$ cat src/rtl/integer_matrix_multiply_top_defines.svh
// Assertion macros for the integer matrix multiply block.
// Taken in by the top level; relies on clk and rst_n being in scope.
`ifndef INTEGER_MATRIX_MULTIPLY_TOP_DEFINES_SVH
`define INTEGER_MATRIX_MULTIPLY_TOP_DEFINES_SVH

// Same-cycle implication, checked outside reset.
`define IMM_ASSERT_IMP(name, ante, cons, msg) \
  name: assert property (@(posedge clk) disable iff (!rst_n) (ante) |-> (cons)) \
    else $error(msg);

// Next-cycle implication, checked outside reset.
`define IMM_ASSERT_NXT(name, ante, cons, msg) \
  name: assert property (@(posedge clk) disable iff (!rst_n) (ante) |=> (cons)) \
    else $error(msg);

`endif

$ cat src/rtl/imm_pkg.sv
// Shared types and constants for the integer matrix multiply block.
// No dependencies; imported by every module of the block.
`timescale 1ns / 1ps

package imm_pkg;

  localparam int IDX_W       = 5;   // row and column index ports
  localparam int CFG_W       = 6;   // configuration register width
  localparam int PROD_W      = 37;  // product word width
  localparam int QUEUE_DEPTH = 2;   // command queue entries, power of two

  typedef enum logic [1:0] {
    OP_WRITE_A = 2'd0,
    OP_WRITE_B = 2'd1,
    OP_COMPUTE = 2'd2
  } op_t;

  typedef enum logic [1:0] {
    CFG_ROWS_A    = 2'd0,
    CFG_INNER_DIM = 2'd1,
    CFG_COLS_B    = 2'd2
  } cfg_idx_t;

  // Command handed from the front end to the back end.
  typedef struct packed {
    op_t              op;
    logic [IDX_W-1:0] row;
    logic [IDX_W-1:0] col;
    logic             err;
  } cmd_t;

  typedef enum logic [1:0] {
    BK_IDLE,
    BK_RUN,
    BK_FLUSH,
    BK_DONE
  } back_state_t;

endpackage

$ cat src/rtl/imm_queue.sv
// Small command queue between the front end and the back end.
// Depends on imm_pkg for its depth.
`timescale 1ns / 1ps

module imm_queue import imm_pkg::*; #(
  parameter int DATA_W = 28
) (
  input  logic              clk,
  input  logic              rst_n,
  input  logic              push,
  input  logic [DATA_W-1:0] push_data,
  input  logic              pop,
  output logic [DATA_W-1:0] pop_data,
  output logic              empty,
  output logic              full
);

  localparam int PTR_W = (QUEUE_DEPTH > 1) ? $clog2(QUEUE_DEPTH) : 1;
  localparam int CNT_W = $clog2(QUEUE_DEPTH + 1);

  logic [DATA_W-1:0] entry_r [QUEUE_DEPTH];
  logic [PTR_W-1:0]  wr_ptr_r, rd_ptr_r;
  logic [CNT_W-1:0]  count_r;
  logic              do_push, do_pop;

  assign empty    = (count_r == '0);
  assign full     = (count_r == CNT_W'(QUEUE_DEPTH));
  assign do_push  = push && !full;
  assign do_pop   = pop && !empty;
  assign pop_data = entry_r[rd_ptr_r];

  always_ff @(posedge clk) begin
    if (!rst_n) begin
      wr_ptr_r <= '0;
      rd_ptr_r <= '0;
      count_r  <= '0;
    end else begin
      if (do_push) begin
        wr_ptr_r <= wr_ptr_r + PTR_W'(1);
      end
      if (do_pop) begin
        rd_ptr_r <= rd_ptr_r + PTR_W'(1);
      end
      if (do_push && !do_pop) begin
        count_r <= count_r + CNT_W'(1);
      end else if (do_pop && !do_push) begin
        count_r <= count_r - CNT_W'(1);
      end
    end
  end

  always_ff @(posedge clk) begin
    if (do_push) begin
      entry_r[wr_ptr_r] <= push_data;
    end
  end

endmodule

$ cat config.mk
export PLATFORM = sky130hd
export DESIGN_NAME = imm_queue
export DESIGN_NICKNAME = d
export VERILOG_FILES = /design/src/rtl/integer_matrix_multiply_top_defines.svh /design/src/rtl/imm_pkg.sv /design/src/rtl/imm_queue.sv
export SDC_FILE = /design/constraint.sdc
export NUM_CORES = 1
export LEC_CHECK = 0
export BUFFER_PORTS_ARGS = -buffer_cell sky130_fd_sc_hd__buf_2
export CAP_MARGIN = 20
export CELL_PAD_IN_SITES_DETAIL_PLACEMENT = 1
export CELL_PAD_IN_SITES_GLOBAL_PLACEMENT = 1
export CORE_UTILIZATION = 26
export CTS_CLUSTER_DIAMETER = 30
export DETAILED_ROUTE_END_ITERATION = 12
export GPL_ROUTABILITY_DRIVEN = 0
export PLACE_DENSITY_LB_ADDON = 0.1
export SYNTH_ARGS = -nofsm -noshare
export SYNTH_HDL_FRONTEND = slang
export SYNTH_SLANG_ARGS = --single-unit
$ cat constraint.sdc
create_clock -name clk -period 2.3 [get_ports clk]
set_clock_uncertainty 0.05 [all_clocks]
set_input_delay 0.23 -clock clk [delete_from_list [all_inputs] [get_ports clk]]
set_output_delay 0.23 -clock clk [all_outputs]
set_load 0.1 [all_outputs]
# After elaboration in Yosys (flattened, before gate mapping)
# Memory sizes are Yosys's and may differ from the RTL's. A register that Yosys moved wholly into a read port is not among the register bits.
# Cells that the tools add are included.
[word_totals]
n_memories = 1
register_bits = 4
word_cells = 25
ram_bits = 56
input_bits = 32
out_inout_bits = 30
[mem_list]
columns = ["memory", "words", "word_bits", "read_ports", "rd_ports_with_merged_regs", "write_ports", "line", "source"]
rows = [
  ["entry_r", 2, 28, 1, 1, 1, "imm_queue.sv:21", "logic [DATA_W-1:0] entry_r [QUEUE_DEPTH];"],
]
[classes]
n_reduce_logical = 10
mux = 6
eq_ne = 1
n_addsub = 4
[op_table]
columns = ["cell", "count"]
rows = [
  ["logical AND 1 bit", 4],
  ["logical NOT 1 bit", 4],
  ["two-way mux 1 bit", 4],
  ["two-way mux 2 bit", 2],
  ["adder 1 bit, second input constant", 2],
  ["adder 2 x 1 -> 2 bit, second input constant", 1],
  ["equality test 2 bit, second input constant", 1],
  ["logical NOT 2 bit", 1],
  ["nonzero test 2 bit", 1],
  ["subtractor 2 x 1 -> 2 bit, second input constant", 1],
]

# Longest topological paths before layout
[depth]
depth_word = 7
mapped_depth = 7
ltp_nobuf = 7

# Worst setup path after synthesis
# No wires, ideal clock.
[synth_timing]
path_type = "register to register"
from = "reg count_r[0]"
to = "mem entry_r[0][0], enable pin"
arrival_time_ns = 1.957
required_time_ns = 1.840
path_slack_ns = -0.117
stages_incl_launch_ff = 4
period_less_slack_ns = 2.417
path_cell_list = "dfxtp_1 nand2b_1 inv_2 nor3_2"
[synth_via]
elab_chain_cells = 5
[synth_lines]
columns = ["item", "line", "source"]
rows = [
  ["start, declared", "imm_queue.sv:23", "logic [CNT_W-1:0] count_r;"],
  ["start signal, assigned", "imm_queue.sv:45", "count_r <= count_r + CNT_W'(1);"],
  ["start signal, assigned", "imm_queue.sv:47", "count_r <= count_r - CNT_W'(1);"],
  ["equality test 2 bit", "imm_queue.sv:27", "assign full = (count_r == CNT_W'(QUEUE_DEPTH));"],
  ["named net full", "imm_queue.sv:15", "output logic full"],
  ["logical NOT 1 bit", "imm_queue.sv:28", "assign do_push = push && !full;"],
  ["logical AND 1 bit", "imm_queue.sv:28", ""],
  ["two-way mux 1 bit", "imm_queue.sv:53", "if (do_push) begin"],
  ["two-way mux 1 bit (implied by the code)", "imm_queue.sv:54", "entry_r[wr_ptr_r] <= push_data;"],
  ["end, declared", "imm_queue.sv:21", ""],
]
# The timed path passes the listed nets, and every way through them passes these cells.

==> results by group <==
Global route
  • Vias in the first global route: 1419
  • GRT overflow: 0
  • All-Layer GR Usage: 0.111
  • First-pass GRT wire length: roughly 7000 microns
  • Largest net degree at the start of global routing: 17
  • Initial antenna violation count: 0

CTS
  • CTS resizes: 0
  • Clk buf depth: 2
  • Num CTS Buffers: 9
  • CTS sink count: approximately 60
  • CTS Root Buffer Type: clkbuf_8
  • # Post-CTS Setup Buffers: 0
  • Worst skew pair latency: 0.32 ns
  • H-Tree Depth: 3
  • Clock-pin transition on the worst setup and hold timing paths: around 0.070 ns
  • # hold bufs at CTS: 0
  • CTS tree: yes

Final layout
  • Proportion of layout cells with a drive suffix above 1: 0.568
  • Layout area overhead: 47.5%
  • Most frequent cells in the layout: 56 x edfxtp_1, 33 x buf_2, 28 x mux2_2, 28 x buf_12, 9 x clkbuf_8
  • Fillers: a little over 800
  • Commonest non-fill, non-tap cell in the layout: edfxtp_1
  • Ant diodes: 0
  • Layout Nets: 220

STA
  • Final period util: 0.765
  • Final-report max-slew violation count: 0
  • Fin Setup TNS: 0 ns
  • Least-Margin Pin Slew: approximately 0.5 ns
  • Fmax: around 0.57 GHz
  • Unrepaired setup endpoints after global routing: false
  • Slew HR: 0.676
  • Setup violations, final: 0
  • Fin. Hold Viols: 0
  • Tmin final: roughly 1.8 ns
  • Final worst slack: 0.540 ns

Placed design
  • Worst slack, placed: ~0.56 ns
  • DP Wirelength: just over 3000 microns
  • Port bufs: 61

Run status
  • Status: completed

Logic synthesis
  • Cells after Synth: 112
  • Netlist area before placement: 0.00225 sq mm
  • Post-synthesis mux area share: 0.140
  • Mapped Nets: around 150
  • Main combinational cell family by area after synthesis: multiplexers
  • Post-synthesis simple-gate area fraction: 0.0245
  • Yosys cell types: 21
  • Seq/Total Area, Yosys: 0.792
  • Compound-Gate Fraction of Synth Area: 0.0145
  • Syn Area/Cell: 20.1 sq um
  • Adder and majority gate portion of the synthesized area: 0.00556
  • Synth warn: 0
  • Yosys reg bits: ~60
  • Xor/xnor share of the synthesized area: 0.0117

Critical path
  • Worst Setup Path Type: register to primary output
  • Crit end category: primary output
  • Crit start category: register
  • Critical Path AT: approximately 1.5 ns
  • Max FO, Critical Path: 15
  • Worst EP required: 2.02 ns

Route
  • Detailed Routing Iterations Pass 1: 3
  • Vias post-DR: between 1000 and 1500
  • DR WL met3: around 320 microns
  • Met2 wire len: 2360 microns
  • Total Wirelength: roughly 4400 microns
  • Top Metal Used: met4
  • Residual DRC count: 0
  • Post-route ant nets: 0
  • Routed len/inst: roughly 15 microns
  • Drt initial violations: 24
  • Wl on met1: roughly 1700 microns
  • Via density: roughly 4.2

Floorplan
  • Die Ht: about 95 microns
  • Die area: 0.00903 sq mm
  • Initial Util: 0.271
  • CORE AREA: between 0.008 and 0.009 sq mm
  • Die Wd: 95.0 microns
  • I/O pin cnt: 62
  • Row count: 33

Job
  • Max Cap Violations: 0

Hold path
  • Worst min path class: input port to register
-- through the flow --
step	hold WS [ns]	util	cells	cell area, sq um
3_5_place_dp	0.374	0.378	281	3140
2_1_floorplan	0.279	-	112	2260
6_report	0.0418	0.400	297	3320
5_1_grt	0.0121	0.400	297	3320
4_1_cts	0.0227	0.400	297	3320
3_3_place_gp	0.367	0.378	281	3140
-- worst max-delay path, stage by stage, from the launching register on --
cell and delay (ns):
dfxtp_1 0.34, buf_4 0.25, mux2_2 0.39, buf_12 0.17
-- final timing paths --
path,startpoint,to,slack (ns),cells past startpoint
max reg2reg,count_r[0],count_r[1],0.56,6
min,push_data[15],entry_r[0][15],0.04,1
max,register,pop_data[16],0.54,3
min reg2reg,count_r[1],count_r[1],0.51,2
-- sequential cells by signal (all words and copies together) (netlist names), named ones only --
name,cells
entry_r,56
count_r,2
rd_ptr_r,1
wr_ptr_r,1
-- final cells by class --
type	instances	area, sq um	share of cell area
Clock buffer	10	128	0.0384
Clock inverter	6	53.8	0.0162
Inverter	2	7.51	0.00226
Multi-Input combinational cell	46	448	0.135
Sequential cell	61	1780	0.537
Tap cell	105	131	0.0396
Timing Repair Buffer	67	771	0.232
-- cells in the mapped netlist, drive strengths merged --
cell type,number,area share
and2,3,0.0083
nor2,2,0.0033
inv,2,0.0033
xnor2,2,0.0078
a21boi,2,0.0067
and3,1,0.0028
nand2b,1,0.0028
dfxtp,5,0.044
nor3,1,0.0044
o21a,1,0.0033
xor2,1,0.0039
or3,1,0.0028
edfxtp,56,0.75
o21ai,2,0.0044
mux2,28,0.14
ha,1,0.0056
buf,3,0.0089
-- cells by family after synthesis --
group,count (synthesis)
adders and majority gates,1
DFF,61
AOI/OAI and AO/OA,5
buffers and inverters,5
xor gates and xnor gates,3
and+or+nand+nor,9
muxes,28
-- layer usage --
| metal | global-route usage | vias to the layer above |
|---|---|---|
| met5 | 0 | - |
| met4 | 0.0644 | 0 |
| met1 | 0.116 | 616 |
| met3 | 0.0455 | 5 |
| li1 | - | 580 |
| met2 | 0.187 | 44 |
Power is not shown: default switching activity piles up to over one toggle a cycle in this logic, so the estimate is an artifact.
