--- src/rtl/integer_matrix_multiply_top_defines.svh ---
// Assertion macros for the integer matrix multiply block.
// Taken in by the top level; relies on clk and rst_n being in scope.
`ifndef INTEGER_MATRIX_MULTIPLY_TOP_DEFINES_SVH
`define INTEGER_MATRIX_MULTIPLY_TOP_DEFINES_SVH

// Same-cycle implication, checked outside reset.
`define IMM_ASSERT_IMP(name, ante, cons, msg) \
  name: assert property (@(posedge clk) disable iff (!rst_n) (ante) |-> (cons)) \
    else $error(msg);

// Next-cycle implication, checked outside reset.
`define IMM_ASSERT_NXT(name, ante, cons, msg) \
  name: assert property (@(posedge clk) disable iff (!rst_n) (ante) |=> (cons)) \
    else $error(msg);

`endif

--- src/rtl/imm_pkg.sv ---
// Shared types and constants for the integer matrix multiply block.
// No dependencies; imported by every module of the block.
`timescale 1ns / 1ps

package imm_pkg;

  localparam int IDX_W       = 5;   // row and column index ports
  localparam int CFG_W       = 6;   // configuration register width
  localparam int PROD_W      = 37;  // product word width
  localparam int QUEUE_DEPTH = 2;   // command queue entries, power of two

  typedef enum logic [1:0] {
    OP_WRITE_A = 2'd0,
    OP_WRITE_B = 2'd1,
    OP_COMPUTE = 2'd2
  } op_t;

  typedef enum logic [1:0] {
    CFG_ROWS_A    = 2'd0,
    CFG_INNER_DIM = 2'd1,
    CFG_COLS_B    = 2'd2
  } cfg_idx_t;

  // Command handed from the front end to the back end.
  typedef struct packed {
    op_t              op;
    logic [IDX_W-1:0] row;
    logic [IDX_W-1:0] col;
    logic             err;
  } cmd_t;

  typedef enum logic [1:0] {
    BK_IDLE,
    BK_RUN,
    BK_FLUSH,
    BK_DONE
  } back_state_t;

endpackage

--- src/rtl/imm_front.sv ---
// Front end: configuration registers, input word decode and range checks.
// Depends on imm_pkg; feeds commands to imm_queue.
`timescale 1ns / 1ps

module imm_front import imm_pkg::*; #(
  parameter int MAX_DIM    = 32,
  parameter int ELEM_WIDTH = 16,
  parameter int DIM_W      = 6
) (
  input  logic                  clk,
  input  logic                  rst_n,
  input  logic                  start,
  input  logic [1:0]            opcode,
  input  logic [IDX_W-1:0]      row_index,
  input  logic [IDX_W-1:0]      col_index,
  input  logic [ELEM_WIDTH-1:0] element_value,
  input  logic                  cfg_we,
  input  logic [1:0]            cfg_index,
  input  logic [CFG_W-1:0]      cfg_wdata,
  input  logic                  q_full,
  output logic                  busy,
  output logic                  push,
  output cmd_t                  push_cmd,
  output logic [ELEM_WIDTH-1:0] push_elem,
  output logic [DIM_W-1:0]      inner_eff
);

  logic [CFG_W-1:0] rows_a_r, inner_dim_r, cols_b_r;
  logic [DIM_W-1:0] rows_eff, cols_eff;
  logic             accept, row_ok_a, col_ok_a, row_ok_b, col_ok_b;

  always_ff @(posedge clk) begin
    if (!rst_n) begin
      rows_a_r    <= CFG_W'(1);
      inner_dim_r <= CFG_W'(1);
      cols_b_r    <= CFG_W'(1);
    end else if (cfg_we) begin
      case (cfg_idx_t'(cfg_index))
        CFG_ROWS_A:    rows_a_r    <= cfg_wdata;
        CFG_INNER_DIM: inner_dim_r <= cfg_wdata;
        CFG_COLS_B:    cols_b_r    <= cfg_wdata;
        default: ;
      endcase
    end
  end

  // Register values above the storage size saturate to it.
  assign rows_eff  = (rows_a_r > MAX_DIM)    ? DIM_W'(MAX_DIM) : DIM_W'(rows_a_r);
  assign inner_eff = (inner_dim_r > MAX_DIM) ? DIM_W'(MAX_DIM) : DIM_W'(inner_dim_r);
  assign cols_eff  = (cols_b_r > MAX_DIM)    ? DIM_W'(MAX_DIM) : DIM_W'(cols_b_r);

  assign accept   = start && !q_full;
  assign busy     = q_full;
  assign row_ok_a = (row_index < rows_eff);
  assign col_ok_a = (col_index < inner_eff);
  assign row_ok_b = (row_index < inner_eff);
  assign col_ok_b = (col_index < cols_eff);

  assign push_elem = element_value;

  // Out-of-range writes and the unused opcode are dropped here.
  always_comb begin
    push_cmd.op  = OP_COMPUTE;
    push_cmd.row = row_index;
    push_cmd.col = col_index;
    push_cmd.err = 1'b0;
    push         = 1'b0;
    case (op_t'(opcode))
      OP_WRITE_A: begin
        push_cmd.op = OP_WRITE_A;
        push        = accept && row_ok_a && col_ok_a;
      end
      OP_WRITE_B: begin
        push_cmd.op = OP_WRITE_B;
        push        = accept && row_ok_b && col_ok_b;
      end
      OP_COMPUTE: begin
        push_cmd.err = !(row_ok_a && col_ok_b);
        push         = accept;
      end
      default: ;
    endcase
  end

endmodule

--- config.mk ---
export PLATFORM = sky130hd
export DESIGN_NAME = imm_front
export DESIGN_NICKNAME = d
export VERILOG_FILES = /design/src/rtl/integer_matrix_multiply_top_defines.svh /design/src/rtl/imm_pkg.sv /design/src/rtl/imm_front.sv
export SDC_FILE = /design/constraint.sdc
export NUM_CORES = 1
export LEC_CHECK = 0
export ABC_CLOCK_PERIOD_IN_PS = 3500
export BUFFER_PORTS_ARGS = -buffer_cell sky130_fd_sc_hd__buf_2
export CAP_MARGIN = 0
export CORE_ASPECT_RATIO = 0.5
export CORE_UTILIZATION = 48
export DETAILED_ROUTE_END_ITERATION = 8
export PLACE_DENSITY = 0.92
export SYNTH_ARGS = -nofsm -noshare
export SYNTH_HDL_FRONTEND = slang
export SYNTH_SLANG_ARGS = --single-unit
--- constraint.sdc ---
create_clock -name clk -period 3.5 [get_ports clk]
set_input_delay 0.7 -clock clk [delete_from_list [all_inputs] [get_ports clk]]
set_output_delay 0.7 -clock clk [all_outputs]
set_load 0.02 [all_outputs]
-- Word level (Yosys, flattened, before mapping)
Cells that the tools add are included.
- input bits: 41
- output and inout bits: 37
- register bits after elaboration: 18
- reduce and logical (&&, ||, !) cells: 13
- magnitude comparators: 7
- muxes and demuxes: 6
- equal/unequal tests: 4
- operators with widths (operator ; number):
    less-than comparator 5 x 6 -> 1 bit ; 4
    > comparator 6 bit, second input constant ; 3
    two-way mux 6 bit ; 3
    logical AND 1 bit ; 6
    AND reduction 2 bit ; 3
    == test 2 x 1 -> 1 bit, second input constant ; 2
    == test 2 bit, second input constant ; 2
    zero test 2 bit ; 2
    one-hot mux 2 bit (2 select lines) ; 1
    one-hot mux 1 bit (3 select lines) ; 1
    zero test 1 bit ; 2
    two-way mux 1 bit ; 1

-- Longest topological paths before layout
Gate-level depths: netlist of run 1.
- depth after elaboration: 6
- gate-level depth with buffers: 8
- gate-level depth less buffers: 7

-- Worst setup path before layout of run 1
OpenSTA, ideal clock, no wires.
- kind: in2out
- from: input port col_index[3]
- to: output port push
- path buffers: 0
- stages: 6
- slack: 846 ps
- arrival: 1954 ps
- cell sequence: ha_1 a21o_1 a21oi_1 o32a_2 o2111ai_2 a31oi_1
- word-level cells in the longest chain between the ends: 3
- elaborated cells on any way between the ends: 5
- classes of those cells: 2 x order compare; 1 x mux; 2 x reduce/logical
- RTL lines (item ; RTL line ; text):
    from (decl) ; imm_front.sv:15 ; input logic [IDX_W-1:0] col_index,
    less-than comparator 5 x 6 -> 1 bit, on equally long branches ; imm_front.sv:57, imm_front.sv:55 ;
    logical AND 1 bit, on equally long branches ; imm_front.sv:75, imm_front.sv:71 ;
    one-hot mux 1 bit (3 select lines) (*) ; imm_front.sv:68 ; case (op_t'(opcode))
    to (decl) ; imm_front.sv:22 ; output logic push,
Mark *: on every way between the ends. The rest lies on a longest branch, timed or not.

-- Final worst setup path of run 1
- from: register inner_dim_r[5]
- to: output port push
- word-level cells in the longest chain between the ends: 6
- elaborated cells on any way between the ends: 8
- classes of those cells: 3 x order compare; 2 x mux; 3 x reduce/logical
- RTL lines (item ; RTL line ; text):
    from (decl) ; imm_front.sv:28 ; logic [CFG_W-1:0] rows_a_r, inner_dim_r, cols_b_r;
    from (signal assigned) ; imm_front.sv:40 ; CFG_INNER_DIM: inner_dim_r <= cfg_wdata;
    > comparator 6 bit ; imm_front.sv:49 ; assign inner_eff = (inner_dim_r > MAX_DIM) ? DIM_W'(MAX_DIM) : DIM_W'(inner_dim_r);
    two-way mux 6 bit (*) ; imm_front.sv:49 ;
    less-than comparator 5 x 6 -> 1 bit ; imm_front.sv:56 ; assign row_ok_b = (row_index < inner_eff);
    logical AND 1 bit (2 in series) ; imm_front.sv:75 ; push = accept && row_ok_b && col_ok_b;
    one-hot mux 1 bit (3 select lines) (*) ; imm_front.sv:68 ;
Marks and branches as above.

==> results of run 1 <==
where the power goes:
part	switching, mW	total (mW)	leakage [nW]	internal, mW
clock	0.0642	0.164	0.0288	0.0997
sequential	0.00678	0.219	0.146	0.212
combinational	0.0672	0.122	0.587	0.0551
state kept, by name, indices dropped and copies added, names as in the netlist:
name,cells
cols_b_r,6
inner_dim_r,6
rows_a_r,6
layout make-up:
class	count	area share, %
clock buffer	4	3.58
inverter	4	0.976
multi-input combinational	102	54.4
sequential	18	23.4
tap	37	3.01
timing repair buffer	45	14.6
kinds of logic (layout without fill, tap and decap cells):
group / count (synthesis) / in the layout
AOI/OAI and AO/OA: 17 / 17
adders and majority gates: 16 / 16
buffers and inverters: 35 / 53
DFF: 18 / 18
muxes: 18 / 18
and+or+nand+nor: 51 / 51
path summary, 6_finish.rpt:
check | start | to | slack, ns | cells past startpoint
worst max-delay path | inner_dim_r[5] | push | 0.62 | 7
worst min-delay path | cols_b_r[0] | cols_b_r[0] | 0.50 | 2
worst max register to register | inner_dim_r[5] | inner_dim_r[5] | 2.65 | 2
worst min register to register | cols_b_r[0] | cols_b_r[0] | 0.50 | 2
synth_stat cells (2+ instances only):
library cell and instances:
inv_1 4, nand4b_1 3, nand2_1 5, dfxtp_1 18
mux2i_1 18, nor2_1 7, ha_1 16, buf_4 27
a21oi_1 7, nor4b_2 2, nand3b_2 2, a21o_1 3
nor2b_1 17, clkbuf_1 3, o21ai_0 2, nand2b_1 13
placed cells by master, fill, tap and decap left out, types with 2 or more instances in the layout:
master    instances
nand2_1           5
o21ai_0           2
nand4b_1          3
ha_1             16
mux2i_1          18
clkbuf_8          4
dfxtp_1          18
a21oi_1           7
nor2_1            7
nor4b_2           2
inv_1             4
nand2b_1         13
nand3b_2          2
a21o_1            3
nor2b_1          17
buf_2            45
metal layers:
| metal | wire length, µm | share of wire [%] | global-route usage, % |
|---|---|---|---|
| met1 | 1420 | 45 | 23.5 |
| met3 | 204 | 6.5 | 2.00 |
| met5 | 0 | 0 | 0 |
| met4 | 40 | 1.3 | 9.55 |
| met2 | 1460 | 47 | 36.9 |
per-stage QoR:
stage / total power, mW / instance area, µm² / instances / worst slack (ns) / hold slack, ns
after global placement: 0.337 / 1480 / 206 / 0.754 / 0.454
after CTS: 0.510 / 1540 / 210 / 0.614 / 0.498
final: 0.505 / 1540 / 210 / 0.616 / 0.499
after global routing: 0.530 / 1540 / 210 / 0.434 / 0.527
after floorplan: 0.332 / 1430 / 155 / 0.846 / 0.433
after detailed placement: 0.345 / 1480 / 206 / 0.643 / 0.475
worst max-delay path, delay by kind of cell, from the launching register on:
kind | cells | cell delay [ns]
compound gates | 4 | 0.69
flops | 1 | 0.54
fa+ha+maj | 1 | 0.27
simple gates | 1 | 0.24
buf+inv | 1 | 0.19
==> results.md, run 1 <==
- Core Footprint: roughly 2700 µm²
- CP max-delay cell: dfxtp_1
- Synth cell types: 24
- Syn Inst Count: 155
- Synth Area in Adders: 14.0%
- Via count: around 1.1k
- Setup Skew: 0 ns
- Unrepaired setup endpoints after global routing: no
- Worst setup SP type: flip-flop
- Yosys synthesis warning count: 0
- Clock sink count: 18
- Inserted Clock Buffers: 3
- H-tree depth: 1
- Crit Path Category: flip-flop to output pin
- Mux cell area share after synthesis: 12.6%
- Vias in the first global route: around 1k
- Synth area leader: dfxtp_1
- GRT Util Overall: between 10% and 20%
- Worst path required time: roughly 2.8 ns
- Min-Delay Path Class: flip-flop to flip-flop
- Post-DR vias/cell: between 5 and 6
- Most used DFF post-synth: dfxtp_1
- Power Density: 328 nW/µm²
- Post-CTS Setup Bufs: 0
- Post-cts sizing count: 0
- Initial drt markers: 65
- Relative slew slack: between 60% and 70%
- Std cell rows: 13
- CP max FO: 11
- Longest Clk Path Bufs: 2
- # port buffers: 45
- Critical path arrival: ~2.2 ns
- Minimum clock period: 2.88 ns
- CTS clk-pin slew, worst paths: about 0.060 ns
- Largest family of logic cells by synthesized area: simple AND/OR/NAND/NOR gates
- Synth Area in Compound Gates: about 8.3%
- Die Y: around 41 µm
- # IOs: between 70 and 80
- Layout cell share with drive strength beyond 1: 32.4%
- Syn Area/Cell: 9.23 µm²
- Post-synthesis register bit count: 18
- Post-route ant nets: 0
- Period utilization: roughly 82%
- CTS Hold Bufs: 0
- Drt wl/cell: ~15 µm
- Post-Synth XOR/XNOR Area: 0%
- TritonCTS clock tree: built
- WL final: just over 3 mm
- TNS Setup: 0 ns
- Root Buffer Master: clkbuf_8
- Antenna cells: 0
- DRC: 0
- Initial Util: 52.7%
- Clk_lat worst skew: between 0.2 and 0.3 ns
- Pin count of the biggest net entering global routing: 19
- Simple-gate share of the synthesized area: a little under a quarter
- EDFF count, synth: 0
- First-pass GRT wire length: roughly 4.6 mm
- Worst-path cell chain: nand2b_1, ha_1, a21o_1, a21oi_1, o2111ai_2, a31oi_1, buf_2
- Max-cap viol count: 0
- Register area: ~360 µm²
- Detailed Place HPWL: between 2 and 3 mm
- DRT Pass-1 Iters: 4
- GPL Wtd Cong: 0.765
- Pleak: roughly 0.76 nW
- Die area: 3220 µm²
- Status: finished clean
- Final Max Tran Viols: 0
- Sequential share of the synthesized area: between 20% and 30%
- Mapped Nets: 212
- Async S/R FF share, synth: 0%
- Fmax achieved: ~0.35 GHz
- Final Hold Fails: 0
- Largest cells by area after synthesis: dfxtp_1 25%, buf_4 14%, ha_1 14%
- Initial antenna violation count: 0
- Area Growth Syn to Fin: 7.52%
- # setup viols final: 0
- Final core occ: 56.7%
- Die Wd: just under 80 µm
- Post-Syn Area: approximately 1400 µm²
- Area of the multi-input gates: roughly 840 µm²
- Worst-Margin Slew: 0.469 ns
- Total gr overflow: 0
- Fillers: approximately 230
- Final nets: 231
- CP endpoint kind: output pin
- Post-synth top area share: ~25%
- VDD IR max: around 0.00015 V
- Max incr delay on CP: about 0.54 ns
Note: power is estimated with default switching activity, not from simulation.
==> inputs of run 2 (changes only) <==
- ABC_CLOCK_PERIOD_IN_PS: 3500 -> 2500
- CORE_UTILIZATION: 48 -> 40
- PLACE_DENSITY: 0.92 -> 0.83
- clock period: 3.5 -> 2.5 ns (I/O delays scaled with it)
==> run 2 against run 1 <==
Compared with the run above:
- global-route usage decreased by 3.5 points
- clock skew unchanged
- wire length increased by 6.6%
- combinational power increased by 66%
- core utilization decreased by 2.9 points
==> results.md, run 2 (synthesis results as in run 1) <==
- Sw frac: 29.0% (+1.7 points)
- Initial Util: 44.7% (-8.0 points)
- # port buffers: 45 (unchanged)
- Detailed Place HPWL: 2.49 mm (-3.7%)
- Clk_lat worst skew: 0.25 ns (about the same)
- Worst Reg2Reg Path Length in Cells: 2 (unchanged)
- Total gr overflow: 0 (unchanged)
- Setup Skew: 0 ns (unchanged)
- CP max-delay cell: dfxtp_2
- WL final: 3.33 mm (+6.6%)
- First-pass GRT wire length: 4.62 mm (+0.30%)
- Critical path arrival: 1.97 ns (-0.21 ns)
- Min-delay src: inner_dim_r[0]
- DRC: 0 (unchanged)
- Fmax achieved: 0.406 GHz
- Crit Path Category: flip-flop to output pin
- CTS clk-pin slew, worst paths: 0.06 ns (about the same)
- Vias in the first global route: 976 (-4.2%)
- Minimum clock period: ~2.5 ns
- Most common cell after layout, fill and taps aside: buf_2
- Fillers: 275 (+22%)
- Reg-to-reg endpoint: rows_a_r[2]
- Root Buffer Master: clkbuf_8
- Max-cap viol count: 0 (unchanged)
- Worst hold slack: 0.474 ns (-0.0250 ns)
- Dpl cell area: 1510 µm² (+1.4%)
- Layout cell share with drive strength beyond 1: 44.6% (+12 points)
- Post-route ant nets: 0 (unchanged)
- Worst setup SP type: flip-flop
- Die Y: 44.3 µm (+9.1%)
- Die area: 3840 µm² (+19%)
- Via count: 1135 (+3.6%)
- Most frequent cells in the layout: 43 x buf_2, 18 x mux2i_1, 17 x nor2b_1
- Core Footprint: 3210 µm² (+18%)
- Post-DR vias/cell: 5.04 (-3.3%)
- Std cell rows: 14 (+1)
- Clock Power Share: 27.9% (-4.5 points)
- Final Hold Fails: 0 (unchanged)
- GRT Util Overall: 15.9% (-3.5 points)
- Worst-path cell chain: nand2b_1, ha_1, nand4b_1, a21oi_1, o21ai_0, o2111ai_2, a31oi_1, buf_4
- H-tree depth: 1 (unchanged)
- TritonCTS clock tree: built
- Clock sink count: 18 (unchanged)
- Pint: 0.501 mW (+37%)
- Relative slew slack: 71.0% (+2.3 points)
- Unrepaired setup endpoints after global routing: yes
- Post-route cell area: 1720 µm² (+12%)
- RR Startpoint: rows_a_r[2]
- DRT Pass-1 Iters: 4 (unchanged)
- Sequential fraction of design power: 43.4% (about the same)
- Final Max Tran Viols: 0 (unchanged)
- Drt wl/cell: 14.8 µm (-0.50%)
- Biggest regs: cols_b_r: 6 flops, inner_dim_r: 6 flops, rows_a_r: 6 flops
- R2R Setup Slk: 1.78 ns (-0.87 ns)
- # IOs: 78 (unchanged)
- CP bufs+invs: 1 (unchanged)
- Power Total: 0.706 mW (+40%)
- Pin count of the biggest net entering global routing: 19 (unchanged)
- GPL Wtd Cong: 0.748 (-2.3%)
- # setup viols final: 0 (unchanged)
- Worst hold path depth: 2 (unchanged)
- Period utilization: between 90 and 100%
- Antenna cells: 0 (unchanged)
- Final nets: 236 (+2.2%)
- Family with the most delay on the worst path: compound AO/OA/AOI/OAI gates
- Inserted Clock Buffers: 3 (unchanged)
- Initial antenna violation count: 0 (unchanged)
- Initial drt markers: 50 (-23%)
- Area Growth Syn to Fin: 20.5%
- CP max FO: 7 (-4)
- Max incr delay on CP: 0.35 ns (-0.19 ns)
- P_sw: 0.205 mW (+48%)
- Min-Delay Endpoint: inner_dim_r[0]
- Combinational share of power: 28.7% (+4.5 points)
- Finished Layout Cells: 225 (+7.1%)
- Longest Clk Path Bufs: 2 (unchanged)
- Min-Delay Path Class: flip-flop to flip-flop
- CP endpoint kind: output pin
- DP Cell Count: 218 (+5.8%)
- Worst-Margin Slew: 0.435 ns (-0.0339 ns)
- Pleak: 0.802 nW (+5.3%)
- VDD IR max: 0.000252 V (+72%)
- Status: finished clean
- Worst path required time: 2.00 ns (-0.80 ns)
- Die Wd: 86.6 µm (+9.3%)
- Power Density: 410 nW/µm² (+25%)
run 2: worst max-delay path by stage:
| stage | start | to | cells past startpoint |
|---|---|---|---|
| after global routing | inner_dim_r[5] | push | 8 |
| after floorplan | inner_dim_r[5] | push | 7 |
| after detailed placement | row_index[3] | push | 8 |
| after global placement | row_index[3] | push | 8 |
| after CTS | cols_b_r[5] | push | 8 |
| final | inner_dim_r[5] | push | 8 |
run 2: cell type report:
type | instances | area [µm²] | area share [%]
multi-input cells | 102 | 967 | 56.1
flip-flops and latches | 18 | 369 | 21.4
inverters | 4 | 15.0 | 0.871
repair buffers | 50 | 272 | 15.7
clock buffers | 3 | 41.3 | 2.39
well taps | 48 | 60.1 | 3.48
run 2: what timing repair did:
| action | CTS | global route |
|---|---|---|
| pin swaps | 2 | 6 |
| setup buffers | 1 | 3 |
| resized for setup | 3 | 22 |
| cloned | 0 | 0 |
| endpoints found under the setup margin | 1 | 2 |
| hold buffers | 0 | 0 |
run 2: worst min-delay path, cell delays in order, from the launching register on:
cell and delay (ns):
dfxtp_1 0.32, mux2i_1 0.07, nand2_1 0.06
run 2: power by group through the flow:
stage / Clock (mW) / Sequential [mW] / Combinational (mW)
finish: 0.197 / 0.307 / 0.203
global route: 0.211 / 0.308 / 0.221
floorplan: 0 / 0.308 / 0.157
detailed placement: 0 / 0.311 / 0.170
global placement: 0 / 0.311 / 0.163
CTS: 0.199 / 0.305 / 0.176
run 2: per-stage QoR:
step | setup WS (ns) | setup TNS, ns | utilization (%)
2_1_floorplan | 0.216 | 0 | -
3_3_place_gp | 0.165 | 0 | 47.0
3_5_place_dp | 0.0854 | 0 | 47.0
4_1_cts | 0.000506 | 0 | 48.9
5_1_grt | -0.0524 | -0.0870 | 53.8
6_report | 0.0341 | 0 | 53.8
run 2: routing by layer:
layer	share of wire, %	vias to the layer above	track usage [%]
li1	-	557	-
met1	45	517	21.7
met4	2.3	0	7.67
met3	7.8	8	2.99
met5	0	-	0
met2	45	53	24.6
==> inputs of run 3 (changes only) <==
- CORE_UTILIZATION: 40 -> 42
- CTS_BUF_LIST: not set -> sky130_fd_sc_hd__clkbuf_4
- HOLD_SLACK_MARGIN: not set -> 0.1
- PLACE_DENSITY: 0.83 -> 0.86
==> run 3 against run 2 <==
Compared with the run above:
- the run now ends with design-rule violations, negative setup slack left
- register-to-register slack better by 0.03 ns
- combinational power is 2% lower
- via count is 1.5% lower
- sequential power hardly changed
- maximum frequency is 1.9% lower
- critical endpoint unchanged
- final cell count is 3.6% lower
- non-clock buffer count stayed put
- worst hold slack worse by 0.0015 ns
- first-iteration DRC count is 2.0% higher
- worst setup slack worse by 0.049 ns
- count of clock-buffer cells in the layout stayed put
==> results.md, run 3 (synthesis results as in run 1) <==
- Status: finished, violations left
- Failing checks: design-rule violations, negative setup slack
- First-pass GRT wire length: 4.77 mm (+3.3%)
- CP max FO: 6 (-1)
- Std cell rows: 14 (unchanged)
- Period utilization: 101% (+2.0 points)
- Relative slew slack: 70.8% (-0.19 points)
- Origin of the worst setup path: cols_b_r[5]
- WL final: 3.27 mm (-1.6%)
- # port buffers: 45 (unchanged)
- Final Hold Fails: 0 (unchanged)
- Via count: 1118 (-1.5%)
- Most common cell after layout, fill and taps aside: buf_2
- Final Max Tran Viols: 0 (unchanged)
- H-tree depth: 1 (unchanged)
- Longest Clk Path Bufs: 2 (unchanged)
- # IOs: 78 (unchanged)
- Minimum clock period: 2.51 ns (+0.0489 ns)
- Worst hold slack: 0.473 ns (-0.00148 ns)
- Final nets: 236 (unchanged)
- VDD IR max: 0.000200 V (-21%)
- Max-cap viol count: 0 (unchanged)
- DP Cell Count: 210 (-3.7%)
- # setup viols final: 1 (+1)
- CP endpoint kind: output pin
- DRT Pass-1 Iters: 6 (+2)
- Final worst-path setup slack: -0.0148 ns (-0.0489 ns)
- Most frequent cells in the layout: 43 x buf_2, 18 x mux2i_1, 17 x nor2b_1
- Post-route ant nets: 0 (unchanged)
- Core Footprint: 3120 µm² (-2.7%)
- Die Y: 43.3 µm (-2.3%)
- Pleak: 0.797 nW (-0.63%)
- Unrepaired setup endpoints after global routing: yes
- Drt wl/cell: 15.1 µm (+2.0%)
- Root Buffer Master: clkbuf_4
- Initial Util: 45.9% (+1.3 points)
- Detailed Place HPWL: 2.56 mm (+2.8%)
- Post-Place Setup Slack: 0.0884 ns (+0.00306 ns)
- Pin count of the biggest net entering global routing: 19 (unchanged)
- Die area: 3660 µm² (-4.6%)
- Clk_lat worst skew: 0.28 ns (+0.03 ns)
- Fmax achieved: 0.398 GHz (-1.9%)
- RR Startpoint: rows_a_r[2]
- Post-DR vias/cell: 5.15 (+2.1%)
- CTS clk-pin slew, worst paths: 0.09 ns (+0.03 ns)
- GPL Wtd Cong: 0.778 (+4.0%)
- Setup Skew: 0 ns (unchanged)
- Setup crit end: push
- Die Wd: 84.6 µm (-2.4%)
- TritonCTS clock tree: built
- Finished Layout Cells: 217 (-3.6%)
- Worst-Margin Slew: 0.438 ns (+0.00283 ns)
- Clock sink count: 18 (unchanged)
- Area Growth Syn to Fin: 18.3%
- Min-Delay Path Class: input pin to flip-flop
- Layout cell share with drive strength beyond 1: 44.1% (-0.56 points)
- Antenna cells: 0 (unchanged)
- Total gr overflow: 0 (unchanged)
- Worst setup SP type: flip-flop
- Crit Path Category: flip-flop to output pin
- DRC: 8 (+8)
- Initial drt markers: 51 (+2.0%)
- Worst Reg2Reg Path Length in Cells: 2 (unchanged)
- Inserted Clock Buffers: 3 (unchanged)
- Critical path arrival: 2.01 ns (+0.04 ns)
- Biggest regs: cols_b_r: 6 flops, inner_dim_r: 6 flops, rows_a_r: 6 flops
- Worst path required time: 2.00 ns (about the same)
- Initial antenna violation count: 0 (unchanged)
- Post-route cell area: 1690 µm² (-1.8%)
- Reg-to-reg endpoint: rows_a_r[2]
- GRT Util Overall: 17.0% (+1.1 points)
- R2R Setup Slk: 1.81 ns (+0.03 ns)
- Power Density: 375 nW/µm² (-8.5%)
- Vias in the first global route: 1050 (+7.6%)
- Dpl cell area: 1500 µm² (-0.67%)
- CTS Hold Bufs: 0 (unchanged)
==> run 3: cell counts in the layout (fill, tap and decap cells not counted) <==
No cell type changed its count.
==> run 3: worst min-delay path by stage <==
| stage | from | slack, ns | cells past startpoint | end |
|---|---|---|---|---|
| after floorplan | rows_a_r[0] | 0.43 | 2 | rows_a_r[0] |
| after global placement | inner_dim_r[0] | 0.45 | 2 | inner_dim_r[0] |
| after detailed placement | cols_b_r[0] | 0.47 | 2 | cols_b_r[0] |
| after CTS | cfg_wdata[0] | 0.47 | 3 | cols_b_r[0] |
| after global routing | cfg_wdata[0] | 0.49 | 3 | rows_a_r[0] |
| final | cfg_wdata[0] | 0.47 | 3 | cols_b_r[0] |
==> run 3: layout make-up <==
cell class                 count  area, µm²
fill                         274       1430
multi-input combinational    102        965
sequential                    18        369
timing repair buffer          50        272
tap                           40       50.0
clock buffer                   3       22.5
inverter                       4       15.0
==> run 3: stage by stage <==
step	power [mW]	util [%]	TNS, ns
2_1_floorplan	0.465	-	0
3_3_place_gp	0.473	48.0	0
3_5_place_dp	0.482	48.0	0
4_1_cts	0.628	52.0	0
5_1_grt	0.672	54.3	-0.192
6_report	0.635	54.3	-0.0148
==> run 3: where the power goes <==
part           total [mW]  internal, mW  switching, mW
clock               0.132        0.0558         0.0759
sequential          0.305         0.295        0.00992
combinational       0.198        0.0942          0.104
==> run 3: critical path, cell delays in order, from the launching register on <==
cell and delay (ns):
dfxtp_4 0.37, nand2b_1 0.18, ha_1 0.29, nand4b_1 0.13
o32a_4 0.42, o2111ai_2 0.07, a31oi_1 0.11, buf_4 0.17
==> run 3: repair_timing <==
| action | CTS | global route |
|---|---|---|
| setup buffers | 2 | 2 |
| pin swaps | 9 | 6 |
| gates resized for setup | 16 | 10 |
| setup endpoints to repair | 2 | 2 |
==> run 3: per-layer routing <==
metal / track usage (%) / wire length (µm) / vias to the layer above
met5: 0 / 0 / -
met4: 9.49 / 63 / 0
met3: 1.75 / 221 / 8
met2: 29.4 / 1540 / 48
met1: 21.2 / 1450 / 508
li1: - / - / 554
